--- src/hdl/odq_pkg.sv ---
// ----------------------------------------------------------------------------
// odq_pkg
// Shared widths, command and status codes, and the cell control type for the
// output-restricted deque.
// ----------------------------------------------------------------------------
package odq_pkg;

	localparam int DATA_W = 32;
	localparam int CMD_W  = 2;
	localparam int ST_W   = 2;
	localparam int FILL_W = 4;

	localparam logic [CMD_W-1:0] CMD_PUSH_BACK  = 2'd0;
	localparam logic [CMD_W-1:0] CMD_PUSH_FRONT = 2'd1;
	localparam logic [CMD_W-1:0] CMD_POP_FRONT  = 2'd2;

	localparam logic [ST_W-1:0] ST_OK    = 2'd0;
	localparam logic [ST_W-1:0] ST_FULL  = 2'd1;
	localparam logic [ST_W-1:0] ST_EMPTY = 2'd2;

	typedef struct packed {
		logic shift_r;
		logic shift_l;
		logic load;
	} odq_cell_ctl_t;

endpackage

--- src/hdl/output_restricted_deque_unit.sv ---
// ----------------------------------------------------------------------------
// output_restricted_deque_unit
// Deque of DEPTH signed 32-bit entries: push at back, push at front, pop at
// the front. Command channel (cmd_valid/cmd_stall) carries command and
// data_in; response channel (rsp_valid/rsp_stall) returns one beat per
// command with status, data_out and fill_count.
// The response is registered: rsp_valid rises in the cycle after command accept. Throughput
// is one command per cycle while cmd_stall is low; the cells update in the accept cycle.
// A full push or an empty pop reports its status and changes nothing.
// While the response register holds a beat that rsp_stall keeps, cmd_stall
// is raised; the pending beat holds until taken.
// Reset empties the deque and drops any pending response; entry contents
// are not cleared.
// ----------------------------------------------------------------------------
module output_restricted_deque_unit
	import odq_pkg::*;
#(
	parameter int DEPTH = 8
) (
	input  logic                      clk,
	input  logic                      arst_n,
	input  logic                      cmd_valid,
	output logic                      cmd_stall,
	input  logic [CMD_W-1:0]          command,
	input  logic signed [DATA_W-1:0]  data_in,
	output logic                      rsp_valid,
	input  logic                      rsp_stall,
	output logic [ST_W-1:0]           status,
	output logic signed [DATA_W-1:0]  data_out,
	output logic [FILL_W-1:0]         fill_count
);

	localparam int CW = $clog2(DEPTH + 1);

	logic [CW-1:0]           count_q;
	logic [CW-1:0]           count_nxt;
	logic [DATA_W-1:0]       cell_q [DEPTH];
	logic                    accept;
	logic                    full;
	logic                    empty;
	logic                    push_back;
	logic                    push_front;
	logic                    pop;
	logic [ST_W-1:0]         st_nxt;
	logic [DATA_W-1:0]       dout_nxt;
	logic [CW+FILL_W-1:0]    fill_ext;
	logic                    rsp_valid_q;
	logic [ST_W-1:0]         status_q;
	logic [DATA_W-1:0]       data_out_q;
	logic [FILL_W-1:0]       fill_q;

	assign accept = cmd_valid && !cmd_stall;
	assign full   = (count_q == CW'(DEPTH));
	assign empty  = (count_q == '0);

	always_comb begin
		push_back  = 1'b0;
		push_front = 1'b0;
		pop        = 1'b0;
		st_nxt     = ST_OK;
		dout_nxt   = '0;
		case (command)
			CMD_PUSH_BACK: begin
				if (full) st_nxt = ST_FULL;
				else push_back = accept;
			end
			CMD_PUSH_FRONT: begin
				if (full) st_nxt = ST_FULL;
				else push_front = accept;
			end
			CMD_POP_FRONT: begin
				if (empty) begin
					st_nxt = ST_EMPTY;
				end else begin
					pop      = accept;
					dout_nxt = cell_q[0];
				end
			end
			default: begin
			end
		endcase
	end

	always_comb begin
		count_nxt = count_q;
		if (push_back || push_front) count_nxt = count_q + 1'b1;
		else if (pop) count_nxt = count_q - 1'b1;
	end

	assign fill_ext = {{FILL_W{1'b0}}, count_nxt};

	for (genvar i = 0; i < DEPTH; i++) begin : g_cell
		odq_cell_ctl_t     ctl;
		logic [DATA_W-1:0] left;
		logic [DATA_W-1:0] right;

		assign ctl.shift_r = push_front;
		assign ctl.shift_l = pop;
		assign ctl.load    = push_back && (count_q == CW'(i));

		if (i == 0) begin : g_first
			assign left = data_in;
		end else begin : g_mid_l
			assign left = cell_q[i-1];
		end

		if (i == DEPTH - 1) begin : g_last
			assign right = data_in;
		end else begin : g_mid_r
			assign right = cell_q[i+1];
		end

		odq_cell u_cell (
			.clk       (clk),
			.ctl       (ctl),
			.left      (left),
			.right     (right),
			.push_data (data_in),
			.data      (cell_q[i])
		);
	end

	always_ff @(posedge clk or negedge arst_n) begin
		if (!arst_n) begin
			count_q     <= '0;
			rsp_valid_q <= 1'b0;
		end else begin
			count_q <= count_nxt;
			if (accept) begin
				rsp_valid_q <= 1'b1;
			end else if (!rsp_stall) begin
				rsp_valid_q <= 1'b0;
			end
		end
	end

	always_ff @(posedge clk) begin
		if (accept) begin
			status_q   <= st_nxt;
			data_out_q <= dout_nxt;
			fill_q     <= fill_ext[FILL_W-1:0];
		end
	end

	assign cmd_stall  = rsp_valid_q && rsp_stall;
	assign rsp_valid  = rsp_valid_q;
	assign status     = status_q;
	assign data_out   = data_out_q;
	assign fill_count = fill_q;

`ifndef SYNTHESIS
	a_count_range: assert property (@(posedge clk) disable iff (!arst_n)
		count_q <= CW'(DEPTH))
		else $error("deque count beyond depth");

	a_pop_empty: assert property (@(posedge clk) disable iff (!arst_n)
		accept && command == CMD_POP_FRONT && empty |=> status == ST_EMPTY && rsp_valid)
		else $error("empty pop not reported");

	a_push_count: assert property (@(posedge clk) disable iff (!arst_n)
		push_back || push_front |=> count_q == CW'($past(count_q) + 1'b1))
		else $error("push did not grow count");

	a_dout_zero: assert property (@(posedge clk) disable iff (!arst_n)
		rsp_valid && status != ST_OK |-> data_out == '0)
		else $error("data on refused beat");

	a_stall_src: assert property (@(posedge clk) disable iff (!arst_n)
		cmd_stall |-> rsp_valid && rsp_stall)
		else $error("command stall without held response");
`endif

endmodule

--- src/hdl/odq_cell.sv ---
// ----------------------------------------------------------------------------
// odq_cell
// One slot of the deque chain. Takes its left neighbor on a front push, its
// right neighbor on a pop, or the pushed value on a back push into this slot.
// ----------------------------------------------------------------------------
module odq_cell
	import odq_pkg::*;
(
	input  logic                clk,
	input  odq_cell_ctl_t       ctl,
	input  logic [DATA_W-1:0]   left,
	input  logic [DATA_W-1:0]   right,
	input  logic [DATA_W-1:0]   push_data,
	output logic [DATA_W-1:0]   data
);

	logic [DATA_W-1:0] data_q;

	always_ff @(posedge clk) begin
		if (ctl.shift_r) begin
			data_q <= left;
		end else if (ctl.shift_l) begin
			data_q <= right;
		end else if (ctl.load) begin
			data_q <= push_data;
		end
	end

	assign data = data_q;

endmodule
--- config.mk ---
export PLATFORM = sky130hd
export DESIGN_NAME = output_restricted_deque_unit
export DESIGN_NICKNAME = d
export VERILOG_FILES = /design/src/hdl/odq_pkg.sv /design/src/hdl/output_restricted_deque_unit.sv /design/src/hdl/odq_cell.sv
export SDC_FILE = /design/constraint.sdc
export NUM_CORES = 1
export LEC_CHECK = 0
export BUFFER_PORTS_ARGS = -buffer_cell sky130_fd_sc_hd__buf_2
export CORE_MARGIN = 2
export CORE_UTILIZATION = 57
export CTS_BUF_LIST = sky130_fd_sc_hd__clkbuf_4 sky130_fd_sc_hd__clkbuf_8
export DETAILED_ROUTE_END_ITERATION = 10
export PLACE_DENSITY = 0.78
export SYNTH_ARGS = -nofsm -noshare
export SYNTH_HDL_FRONTEND = slang
export SYNTH_SLANG_ARGS = --single-unit
--- constraint.sdc ---
create_clock -name clk -period 4.3 [get_ports clk]
set_input_delay 0.86 -clock clk [delete_from_list [all_inputs] [get_ports clk]]
set_output_delay 0.86 -clock clk [all_outputs]
set_load 0.05 [all_outputs]
Word-level counts from Yosys, hierarchy flattened

Index checks and enable logic that the tools add are counted.

Flip-flop bits (word level): 299
Latch bits: 0
RAM bits: 0
ROM bits: 0
Input bits: 38
Output and inout bits: 40
Memories: 0

Add/subtract/negate cells: 2
Multipliers: 0
Div/mod/pow operators: 0
Order comparisons: 0
Equal/unequal tests: 11
Shift-type cells: 0
Muxes and demuxes: 36
Bitwise logic cells: 1
Reduce and logical (&&, ||, !) cells: 24

Operators with widths:

| kind                | count |
|---|---|
| $mux 32             | 24 |
| $reduce_bool 3->1   | 8 |
| $eq 4x3->1 const B  | 4 |
| $logic_and 1x1->1   | 10 |
| $eq 4x2->1 const B  | 2 |
| $mux 1              | 8 |
| $mux 4              | 2 |
| $add 4x1->4 const B | 1 |
| $eq 4x1->1 const B  | 1 |
| $eq 4x4->1 const B  | 1 |
| $logic_not 4->1     | 1 |
| $pmux 2 s2          | 1 |
| $reduce_or 2->1     | 2 |
| $sub 4x1->4 const B | 1 |
| $eq 2x1->1 const B  | 1 |
| $eq 2x2->1 const B  | 1 |
| $logic_not 2->1     | 1 |
| $mux 2              | 1 |
| $ne 2x1->1 const B  | 1 |
| $logic_not 1->1     | 1 |
| $logic_or 1x1->1    | 1 |
| $not 1->1           | 1 |

Depth between registers and ports, before layout

Gate-level depths: netlist of the first run.

Word-level depth: 9
Depth in mapped cells: 10
Depth with buffers taken out: 6

Cells and area by module

From an unflattened synthesis of the first run, not the netlist that was laid out.

Cells, all modules: 1,251
Area total of the unflattened synthesis: 15,213.3 um2

By module, submodules not included:

| module                       | instances | cells each | area an instance (um2) | sequential area each (um2) |
|---|---|---|---|---|
| odq_cell                     | 8         | 140        | 1,672.9                | 960.9 |
| output_restricted_deque_unit | 1         | 131        | 1,830.5                | 1,266.2 |

Least setup slack after synthesis of the first run

Ideal clock, no wire load.

Path type: input-to-reg
From: in cmd_valid
To: reg g_cell[1].u_cell.data_q[0], enable pin
Setup time: 0.466 ns
Arrival time: 3.909 ns
Required time: 3.834 ns
Setup slack: -0.074 ns
Stages: 4
Buffers on the path: 1
Path through: a21bo_2 > or3_1 > clkbuf_1 > o21ai_0

Word-level cells in the longest chain between the ends: 5

RTL lines:

| element                                | line                                                                   | text |
|---|---|---|
| start: declaration                     | output_restricted_deque_unit.sv:22                                     | `input logic cmd_valid,` |
| $logic_and 1x1->1 (*)                  | output_restricted_deque_unit.sv:52                                     | `assign accept = cmd_valid && !cmd_stall;` |
| $mux 1                                 | output_restricted_deque_unit.sv:64, output_restricted_deque_unit.sv:68 |  |
| $mux 1                                 | output_restricted_deque_unit.sv:62                                     | `case (command)` |
| $logic_and 1x1->1                      | output_restricted_deque_unit.sv:99                                     | `assign ctl.load = push_back && (count_q == CW'(i));` |
| $reduce_bool 3->1 (no source line) (*) | -                                                                      |  |
| end signal: assignment                 | odq_cell.sv:21                                                         | `data_q <= left;` |
| end signal: assignment                 | odq_cell.sv:23                                                         | `data_q <= right;` |
| end signal: assignment                 | odq_cell.sv:25                                                         | `data_q <= push_data;` |
| end: declaration                       | odq_cell.sv:17                                                         | `logic [DATA_W-1:0] data_q;` |

Every way passes the cells marked *; elsewhere a longest branch is shown, timed or not.
A chain may end at the register's enable or synchronous reset.

Final worst setup path of the first run

From: reg count_q[0]
To: reg g_cell[6].u_cell.data_q[15], data pin

Word-level cells in the longest chain between the ends: 5

RTL lines:

| element                  | line                                | text |
|---|---|---|
| start: declaration       | output_restricted_deque_unit.sv:35  | `logic [CW-1:0] count_q;` |
| start signal: assignment | output_restricted_deque_unit.sv:128 | `count_q <= count_nxt;` |
| $logic_not 4->1          | output_restricted_deque_unit.sv:54  | `assign empty = (count_q == '0);` |
| $mux 1                   | output_restricted_deque_unit.sv:72  | `if (empty) begin` |
| $mux 1                   | output_restricted_deque_unit.sv:62  |  |
| $mux 32                  | odq_cell.sv:22                      | `end else if (ctl.shift_l) begin` |
| $mux 32 (*)              | odq_cell.sv:20                      | `if (ctl.shift_r) begin` |
| end signal: assignment   | odq_cell.sv:21                      |  |
| end signal: assignment   | odq_cell.sv:23                      |  |
| end signal: assignment   | odq_cell.sv:25                      |  |
| end: declaration         | odq_cell.sv:17                      |  |

Marked as above.

==> results by group, run 1 <==
Final layout
  – Area of the multi-input gates: 3520 um^2
  – Final cell count without fillers: 1212
  – Nets: 934
  – Register area: 8950 um^2
  – Post-route cell area: 14400 um^2
  – Filler Cell Count: 1604
  – Share of cells above drive strength 1: 24.4%
  – Ant. Diodes: 0
  – Synth-to-Final Area Change: 10.6%
  – Utilization of the core after routing: 63.9%

CTS
  – Post_cts resized: 0
  – Max Root-Sink Buffers: 3
  – Hold_buf cts: 0
  – Htree depth: 2
  – Clock-pin slew on the worst setup and hold paths: 0.06 ns
  – TritonCTS Sinks: 299
  – Clock latency on the worst-skew pair: between 0.5 and 0.6 ns
  – CTS tree: built
  – Root Driver: clkbuf_8
  – Num CTS Buffers: 47
  – Post-CTS setup buffers: 0

Global route
  – Total grt overflow: 0
  – Initial antenna violation count: 1
  – Global route hottest layer: met2
  – Vias in the first global route: slightly below 8000
  – Met2 usage: 36.6%
  – First-pass GRT wire length: 44000 um
  – Met1 Use GR: 34.2%
  – Met3 Use GR: 4.57%
  – Gr usage total: 23.5%
  – Largest net degree at the start of global routing: 65

STA
  – Clk_skew: 0.0266 ns
  – Min Tclk post-route: 3.39 ns
  – RSZ-0062 raised after global routing: false
  – Peak Freq: 295 MHz
  – Slew Limit Fails: 0
  – Rel. slew slack: 26.4%
  – Period utilization: 78.8%
  – Final Hold Violating Endpoints: 0
  – Slew @ Worst Pin: 1.10 ns
  – Post-route setup slack: 0.910 ns
  – Final setup viols: 0
  – Final setup TNS: 0 ns

Floorplanning
  – Die Area: roughly 24000 um^2
  – Ports: 78
  – Core area: 22500 um^2
  – Die width: 155 um
  – Chip height: 155 um
  – Row cnt: 55
  – Initial Util: 57.7%

Pwr
  – PD cells: 505 nW/um^2
  – Worst vdd ir: 0.438 mV
  – P_leak: 5.29 nW

Yosys
  – Asr flop ratio synth: about 1.7%
  – Post-synth cell types: 37
  – Yosys reg bits: 299
  – Adder-Cell Fraction of Synth Area: less than 1%
  – Fraction of synthesized area in multiplexers: between 2 and 3%
  – Largest family of logic cells by synthesized area: compound AO/OA/AOI/OAI gates
  – Compound-Gate Fraction of Synth Area: between 10% and 20%
  – Yosys warns: 0
  – Simple-gate portion of the synthesized area: under 10%
  – Syn_nets: between 800 and 900
  – Sequential area share after synthesis: 68.9%
  – Syn Area/Cell: roughly 15 um^2
  – Synth Flop Type: edfxtp_1
  – Post-Synthesis Cell Area: 13000 um^2
  – Synth Instances: around 840
  – Post-synth EDFFs: 294
  – Xor and xnor area share after synthesis: less than 1%

Flow run
  – Max-Cap Viols: 0

Critical path
  – Crit path DAT: 3.67 ns
  – Startpoint types: flip-flop
  – Worst reg2reg startpoint: count_q[0]
  – Crit end category: flip-flop
  – Crit-path max FO: 30
  – Critical path launch point: count_q[0]
  – Crit path kind: flip-flop to flip-flop
  – Req. time, crit path: about 4.6 ns

Routing
  – Detail Route Antenna Nets: 0
  – Via count: roughly 8200
  – Pre-antenna DRT Iters: 6
  – Routed len/inst: 23.6 um
  – Vias/cell: between 6 and 7
  – Final wirelength: roughly 29000 um
  – DRT iter0 DRCs: 1152
  – # DRC: 0

Placement
  – Post-DP HPWL: 16200 um
  – Placed insts: 1127
  – # port buffers: 77
  – GPL Wtd Cong: ~0.78
  – Pre-CTS setup slack: 0.785 ns
  – DP Area: 13500 um^2

Worst hold path
  – Min-delay worst type: input port to async pin

Status
  – Status: completed
==> cells in the mapped netlist, types with 2 or more instances <==
master | count | area (um^2)
mux2_2 | 32 | 360
buf_2 | 32 | 160
or3_1 | 3 | 18.8
ha_1 | 5 | 62.6
o21ai_0 | 6 | 30.0
xnor2_1 | 3 | 26.3
a31oi_1 | 4 | 25.0
nor2b_1 | 2 | 12.5
nand3_1 | 2 | 10.0
buf_4 | 3 | 22.5
a21oi_1 | 7 | 35.0
edfxtp_1 | 294 | 8830
inv_1 | 4 | 15.0
clkbuf_2 | 2 | 10.0
dfrtp_1 | 5 | 125
clkbuf_1 | 43 | 161
nor2_1 | 3 | 11.3
nand2_1 | 99 | 372
buf_6 | 22 | 248
and3_1 | 64 | 400
a221o_1 | 192 | 1920
==> area by class of cell <==
cell class,instances,share of cell area [%]
repair buffers,101,4.37
flip-flops and latches,299,62.3
clock buffers,61,5.27
clock inverters,24,0.966
multi-input cells,437,24.5
well taps,285,2.48
inverters,5,0.131
==> path summary, 6_finish.rpt <==
path / cells past startpoint / endpoint / slack, ns
min in group clk: 2 / rsp_valid / 0.53
setup reg to reg: 7 / g_cell[6].u_cell.data[15] / 0.91
setup / recovery: 7 / g_cell[6].u_cell.data[15] / 0.91
max in group asynchronous: 1 / count_q[2] / 4.04
hold reg to reg: 1 / g_cell[6].u_cell.data[0] / 0.53
hold / removal: 1 / count_q[3] / 0.13
==> logic make-up (layout without fill, tap and decap cells) <==
| kind of cell | count (synthesis) | count (layout) |
|---|---|---|
| AND/OR/NAND/NOR | 184 | 184 |
| buffers and inverters | 107 | 191 |
| AO/OA/AOI/OAI | 213 | 213 |
| adder cells (fa/ha/maj) | 5 | 5 |
| flip-flops | 299 | 299 |
| XOR/XNOR | 3 | 3 |
| multiplexers | 32 | 32 |
==> stage by stage <==
stage | total power, W | hold WS, ns
2_1_floorplan | 0.00465 | 0.510
3_3_place_gp | 0.00495 | 0.521
3_5_place_dp | 0.00499 | 0.534
4_1_cts | 0.00730 | 0.0979
5_1_grt | 0.00754 | 0.102
6_report | 0.00726 | 0.126
==> routing by layer <==
metal / part of all wire [%] / up-vias
met1: 43 / 4063
met5: 0.046 / -
li1: - / 3585
met3: 8.5 / 47
met4: 1.7 / 2
met2: 47 / 454
==> state kept, by name, indices dropped and copies added, names as in the netlist <==
name / cells
g_cell.u_cell.data: 256
data_out: 32
count_q: 4
fill_count: 4
status: 2
rsp_valid: 1
==> power breakdown <==
part,total [W],switching (W),internal [W]
registers,0.00382,0.000178,0.00364
logic,0.00113,0.000743,0.000386
clock network,0.00232,0.00110,0.00122
==> worst max-delay path, cell delays in order (launching register included) <==
cell	delay [ns]
dfrtp_1	0.45
inv_1	0.12
ha_1	0.28
or3b_1	0.72
nand3_2	0.53
buf_4	0.42
and3_1	0.28
a221o_1	0.31
==> layout by cell type (no fill, tap or decap), drive strengths merged, types with 4 or more instances in the layout <==
cell    count
edfxtp    294
a221o     192
buf       101
nand2      99
and3       65
clkbuf     61
mux2       32
clkinv     21
a21oi       7
o21ai       6
inv         6
ha          5
dfrtp       5
a31oi       4
(Power assumes the default switching activity.)
==> run 2: changes to the inputs <==
==> constraint.sdc (replaced) <==
create_clock -name clk -period 3.1 [get_ports clk]
set_input_delay 0.62 -clock clk [delete_from_list [all_inputs] [get_ports clk]]
set_output_delay 0.62 -clock clk [all_outputs]
set_load 0.05 [all_outputs]
==> results by group, run 2 (synthesis results as in run 1) <==
Final layout
  – Ant. Diodes: 0 (unchanged)
  – Max reg flops: 256 (unchanged)
  – Synth-to-Final Area Change: 12.0%
  – Nets: 944 (+1.1%)
  – Utilization of the core after routing: 64.7% (+0.78 points)
  – Commonest non-fill, non-tap cells in the layout: edfxtp_1, a221o_1, nand2_1, buf_2, and3_1
  – Commonest non-fill, non-tap cell in the layout: edfxtp_1
  – Share of cells above drive strength 1: 24.3% (-0.10 points)

Placement
  – # port buffers: 77 (unchanged)
  – Pre-CTS setup slack: 0.503 ns (-0.282 ns)
  – GPL Wtd Cong: 0.781 (+0.33%)
  – Post-DP HPWL: 16300 um (+0.74%)

Critical path
  – Crit end category: flip-flop
  – Req. time, crit path: 3.32 ns (-1.26 ns)
  – Startpoint types: flip-flop
  – Crit path kind: flip-flop to flip-flop
  – Crit Reg-Reg Endpoint: g_cell[7].u_cell.data[6]
  – Crit-path max FO: 22 (-27%)
  – Reg2Reg Depth: 6 (-1)
  – Worst reg2reg startpoint: count_q[0]
  – Reg-to-reg slack, setup: 0.48 ns (-0.43 ns)
  – Crit path DAT: 2.84 ns (-0.83 ns)
  – Crit path to: g_cell[7].u_cell.data[6]
  – Critical path launch point: count_q[0]

Worst hold path
  – Min-delay worst type: input port to flip-flop

CTS
  – Clock latency on the worst-skew pair: 0.56 ns (about the same)
  – Hold_buf cts: 1 (+1)
  – Post_cts resized: 0 (unchanged)
  – Root Driver: clkbuf_8
  – Post-CTS setup buffers: 0 (unchanged)
  – Htree depth: 2 (unchanged)
  – CTS tree: built
  – Num CTS Buffers: 47 (unchanged)
  – Max Root-Sink Buffers: 3 (unchanged)
  – TritonCTS Sinks: 299 (unchanged)
  – Clock-pin slew on the worst setup and hold paths: 0.06 ns (about the same)

Routing
  – Detail Route Antenna Nets: 0 (unchanged)
  – Final wirelength: 28600 um (about the same)
  – Routed len/inst: 23.4 um (-0.64%)
  – Via count: 8176 (+0.31%)
  – Vias/cell: 6.70 (-0.35%)
  – # DRC: 0 (unchanged)
  – Pre-antenna DRT Iters: 6 (unchanged)
  – DRT iter0 DRCs: 909 (-21%)

Floorplanning
  – Chip height: 155 um (unchanged)
  – Core area: 22500 um^2 (unchanged)
  – Die width: 155 um (unchanged)
  – Initial Util: 57.7% (unchanged)
  – Ports: 78 (unchanged)
  – Row cnt: 55 (unchanged)
  – Die Area: 24000 um^2 (unchanged)

STA
  – WHS: 0.277 ns (+0.151 ns)
  – Slew @ Worst Pin: 0.669 ns (-0.431 ns)
  – Rel. slew slack: 55.4% (+29 points)
  – Post-route setup slack: 0.477 ns (-0.434 ns)
  – Final Hold Violating Endpoints: 0 (unchanged)
  – Clk_skew: 0.0161 ns (-0.0105 ns)
  – Peak Freq: 381 MHz (+29%)
  – Final setup viols: 0 (unchanged)
  – Final setup TNS: 0 ns (unchanged)
  – Min Tclk post-route: 2.62 ns (-0.766 ns)
  – Period utilization: 84.6% (+5.8 points)
  – RSZ-0062 raised after global routing: false
  – Slew Limit Fails: 0 (unchanged)

Status
  – Status: completed

Global route
  – First-pass GRT wire length: 43900 um (-0.27%)
  – Total grt overflow: 0 (unchanged)
  – Initial antenna violation count: 1 (unchanged)
  – Vias in the first global route: 7928 (+0.89%)
  – Largest net degree at the start of global routing: 73 (+12%)
  – Gr usage total: 23.6% (+0.073 points)

Pwr
  – Total Power: 0.0101 W (+39%)
  – Worst vdd ir: 0.419 mV (-4.3%)
  – P_leak: 5.35 nW (+1.1%)
  – PD cells: 692 nW/um^2 (+37%)

Flow run
  – Max-Cap Viols: 0 (unchanged)
## run 2: how the worst min path moves through the flow
stage                         start         end  slack (ns)  cells after the start
after floorplan              arst_n  count_q[0]        0.32                      0
after global placement       arst_n   rsp_valid        0.44                      1
after detailed placement     arst_n   rsp_valid        0.45                      1
after CTS                 cmd_valid   rsp_valid        0.25                      2
after global routing      cmd_valid   rsp_valid        0.28                      2
final                     cmd_valid   rsp_valid        0.28                      2
## run 2: cell type report
class | count | area (um^2)
Clock buffer | 58 | 729
Sequential cell | 299 | 8950
Inverter | 5 | 18.8
Timing Repair Buffer | 111 | 831
Fill cell | 1588 | 7950
Multi-Input combinational cell | 437 | 3530
Tap cell | 285 | 357
Clock inverter | 25 | 133
## run 2: per-layer routing
| layer | GRT usage, % | part of all wire, % | wire (um) | vias to the layer above |
|---|---|---|---|---|
| met4 | 8.77 | 2.5 | 723 | 2 |
| met3 | 5.38 | 9.4 | 2690 | 73 |
| li1 | - | - | - | 3593 |
| met2 | 34.8 | 45 | 12900 | 490 |
| met5 | 0 | 0.025 | 7 | - |
| met1 | 34.7 | 43 | 12200 | 4018 |
## run 2: worst max-delay path, cell delays in order (launching register included)
cell and delay [ns]:
dfrtp_1 0.45, inv_1 0.12, ha_1 0.28, and3b_1 0.23, or3_1 0.60, o21ai_4 0.24
buf_4 0.35
## run 2: report_power, final
part           internal [W]  leakage, nW  switching, W
Combinational      0.000593         2.09       0.00105
Sequential          0.00504         2.80      0.000248
Clock               0.00163        0.455       0.00151
Total               0.00727         5.35       0.00280
## run 2: through the flow
step / cell area, um^2 / std cells
2_1_floorplan: 13000 / 843
3_3_place_gp: 13700 / 1136
3_5_place_dp: 13700 / 1136
4_1_cts: 14600 / 1220
5_1_grt: 14600 / 1220
6_report: 14600 / 1220
==> run 3: changes to the inputs <==
==> constraint.sdc (replaced) <==
create_clock -name clk -period 2.2 [get_ports clk]
set_input_delay 0.44 -clock clk [delete_from_list [all_inputs] [get_ports clk]]
set_output_delay 0.44 -clock clk [all_outputs]
set_load 0.05 [all_outputs]
==> results by group, run 3 (synthesis results as in run 1) <==
Status
  – Status: complete, but fails checks
  – Failing checks: setup timing

Routing
  – # DRC: 0 (unchanged)
  – Final wirelength: 30400 um (+6.5%)
  – Via count: 8372 (+2.4%)
  – Detail Route Antenna Nets: 0 (unchanged)
  – Pre-antenna DRT Iters: 5 (-1)
  – Vias/cell: 6.67 (-0.54%)
  – Routed len/inst: 24.2 um (+3.5%)
  – DRT iter0 DRCs: 955 (+5.1%)

STA
  – RSZ-0062 raised after global routing: true
  – Post-route setup slack: -0.0356 ns (-0.512 ns)
  – Min Tclk post-route: 2.24 ns (-0.388 ns)
  – Final setup viols: 13 (+13)
  – Slew Limit Fails: 0 (unchanged)
  – Period utilization: 102% (+17 points)
  – Clk_skew: 0.0235 ns (+0.00738 ns)
  – Final Hold Violating Endpoints: 0 (unchanged)
  – Rel. slew slack: 60.5% (+5.1 points)
  – Slew @ Worst Pin: 0.592 ns (-0.0766 ns)
  – Peak Freq: 447 MHz (+17%)

Placement
  – Post-DP HPWL: 17700 um (+8.6%)
  – # port buffers: 77 (unchanged)
  – GPL Wtd Cong: 0.815 (+4.4%)
  – Pre-CTS setup slack: -0.0277 ns (-0.530 ns)
  – Placed insts: 1160 (+2.1%)
  – DP Area: 14000 um^2 (+2.1%)

Critical path
  – Cell mode on critical path: buf_12
  – Largest delay contributor family on the critical path: buffers and inverters
  – Crit path kind: flip-flop to flip-flop
  – CP max-delay cell: or3_4
  – Req. time, crit path: 2.46 ns (-0.86 ns)
  – Crit end category: flip-flop
  – Crit path DAT: 2.49 ns (-0.35 ns)
  – WP buf/inv: 5 (+3)
  – Cell Chain, Critical Path: inv_2 -> ha_4 -> buf_6 -> and3b_2 -> or3_4 -> buf_12 -> o21ai_4 -> buf_12 -> clkbuf_16
  – Startpoint types: flip-flop
  – Crit-path max FO: 8 (-64%)
  – Worst path max stage delay: 0.38 ns (-0.22 ns)

Global route
  – Initial antenna violation count: 1 (unchanged)
  – Total grt overflow: 0 (unchanged)
  – First-pass GRT wire length: 46600 um (+6.2%)
  – Largest net degree at the start of global routing: 65 (-11%)
  – Gr usage total: 25.0% (+1.4 points)
  – Vias in the first global route: 8274 (+4.4%)

CTS
  – CTS tree: built
  – Clock latency on the worst-skew pair: 0.56 ns (about the same)
  – Num CTS Buffers: 48 (+2.1%)
  – Htree depth: 2 (unchanged)
  – Clock-pin slew on the worst setup and hold paths: 0.06 ns (about the same)
  – Root Driver: clkbuf_8
  – TritonCTS Sinks: 299 (unchanged)
  – Max Root-Sink Buffers: 3 (unchanged)

Final layout
  – Commonest non-fill, non-tap cell in the layout: edfxtp_1
  – Utilization of the core after routing: 66.9% (+2.3 points)
  – Commonest non-fill, non-tap cells in the layout: edfxtp_1, a221o_1, nand2_1, buf_2, and3_1
  – Ant. Diodes: 0 (unchanged)
  – Synth-to-Final Area Change: 15.9%
  – Max reg flops: 256 (unchanged)
  – Filler Cell Count: 1526 (-3.9%)
  – Nets: 979 (+3.7%)
  – Final cell count without fillers: 1256 (+3.0%)
  – Share of cells above drive strength 1: 27.3% (+3.0 points)
  – Post-route cell area: 15100 um^2 (+3.5%)

Worst hold path
  – Min-delay worst type: input port to flip-flop

Pwr
  – Total Power: 0.0148 W (+47%)
  – P_leak: 5.58 nW (+4.4%)
  – PD cells: 980 nW/um^2 (+42%)
  – Worst vdd ir: 0.729 mV (+74%)

Floorplanning
  – Core area: 22500 um^2 (unchanged)
  – Chip height: 155 um (unchanged)
  – Initial Util: 57.7% (unchanged)
  – Die Area: 24000 um^2 (unchanged)
  – Ports: 78 (unchanged)
  – Die width: 155 um (unchanged)
  – Row cnt: 55 (unchanged)

Flow run
  – Max-Cap Viols: 0 (unchanged)
-- run 3: metrics by stage --
stage	TNS [ns]	hold WS [ns]
floorplan	-29.63	0.144
global placement	-0.00121	0.267
detailed placement	-0.451	0.270
CTS	0	0.0741
global route	-1.31	0.0821
finish	-0.287	0.106
-- run 3: worst reg2reg max path, stage by stage, from the launching register on --
cell       delay (ns)
dfrtp_1          0.35
inv_2            0.06
ha_4             0.16
buf_6            0.12
and3b_2          0.22
or3_4            0.38
buf_12           0.16
o21ai_4          0.19
buf_12           0.15
clkbuf_16        0.17
-- run 3: worst paths after layout --
path / cells past startpoint / from / slack, ns / end
max: 9 / count_q[1] / -0.04 / g_cell[2].u_cell.data[30]
min: 2 / cmd_valid / 0.11 / rsp_valid
max reg2reg: 9 / count_q[1] / -0.04 / g_cell[2].u_cell.data[30]
min reg2reg: 1 / g_cell[7].u_cell.data[23] / 0.54 / g_cell[6].u_cell.data[23]
max in group asynchronous: 2 / arst_n / 1.79 / rsp_valid
min in group asynchronous: 2 / arst_n / 0.24 / count_q[2]
-- run 3: layout make-up --
cell class                      instances  area (um^2)  area share (%)
Sequential cell                       299         8950            59.5
Clock buffer                           57          728            4.84
Tap cell                              285          357            2.37
Inverter                                5         26.3           0.174
Timing Repair Buffer                  145         1260            8.39
Multi-Input combinational cell        437         3560            23.6
Clock inverter                         28          169            1.12
-- run 3: where the power goes --
part | switching [W] | internal, W | total (W)
sequential | 0.000321 | 0.00711 | 0.00743
combinational | 0.00161 | 0.00108 | 0.00270
clock | 0.00221 | 0.00242 | 0.00463
-- run 3: per-layer routing --
layer,track usage [%],wire length [um],share of wire (%),vias up
li1,-,-,-,3669
met1,37.1,12700,42,4186
met2,39.0,14500,48,463
met3,4.32,2650,8.7,52
met4,6.61,547,1.8,2
met5,0,11,0.036,-
-- run 3: timing repair --
action,4_1_cts,5_1_grt
gates cloned,0,3
endpoints found under the setup margin,13,357
hold buffers,1,0
setup buffers,0,7
resized for setup,1,12
hold endpoints to repair,5,0
pin swaps,0,2
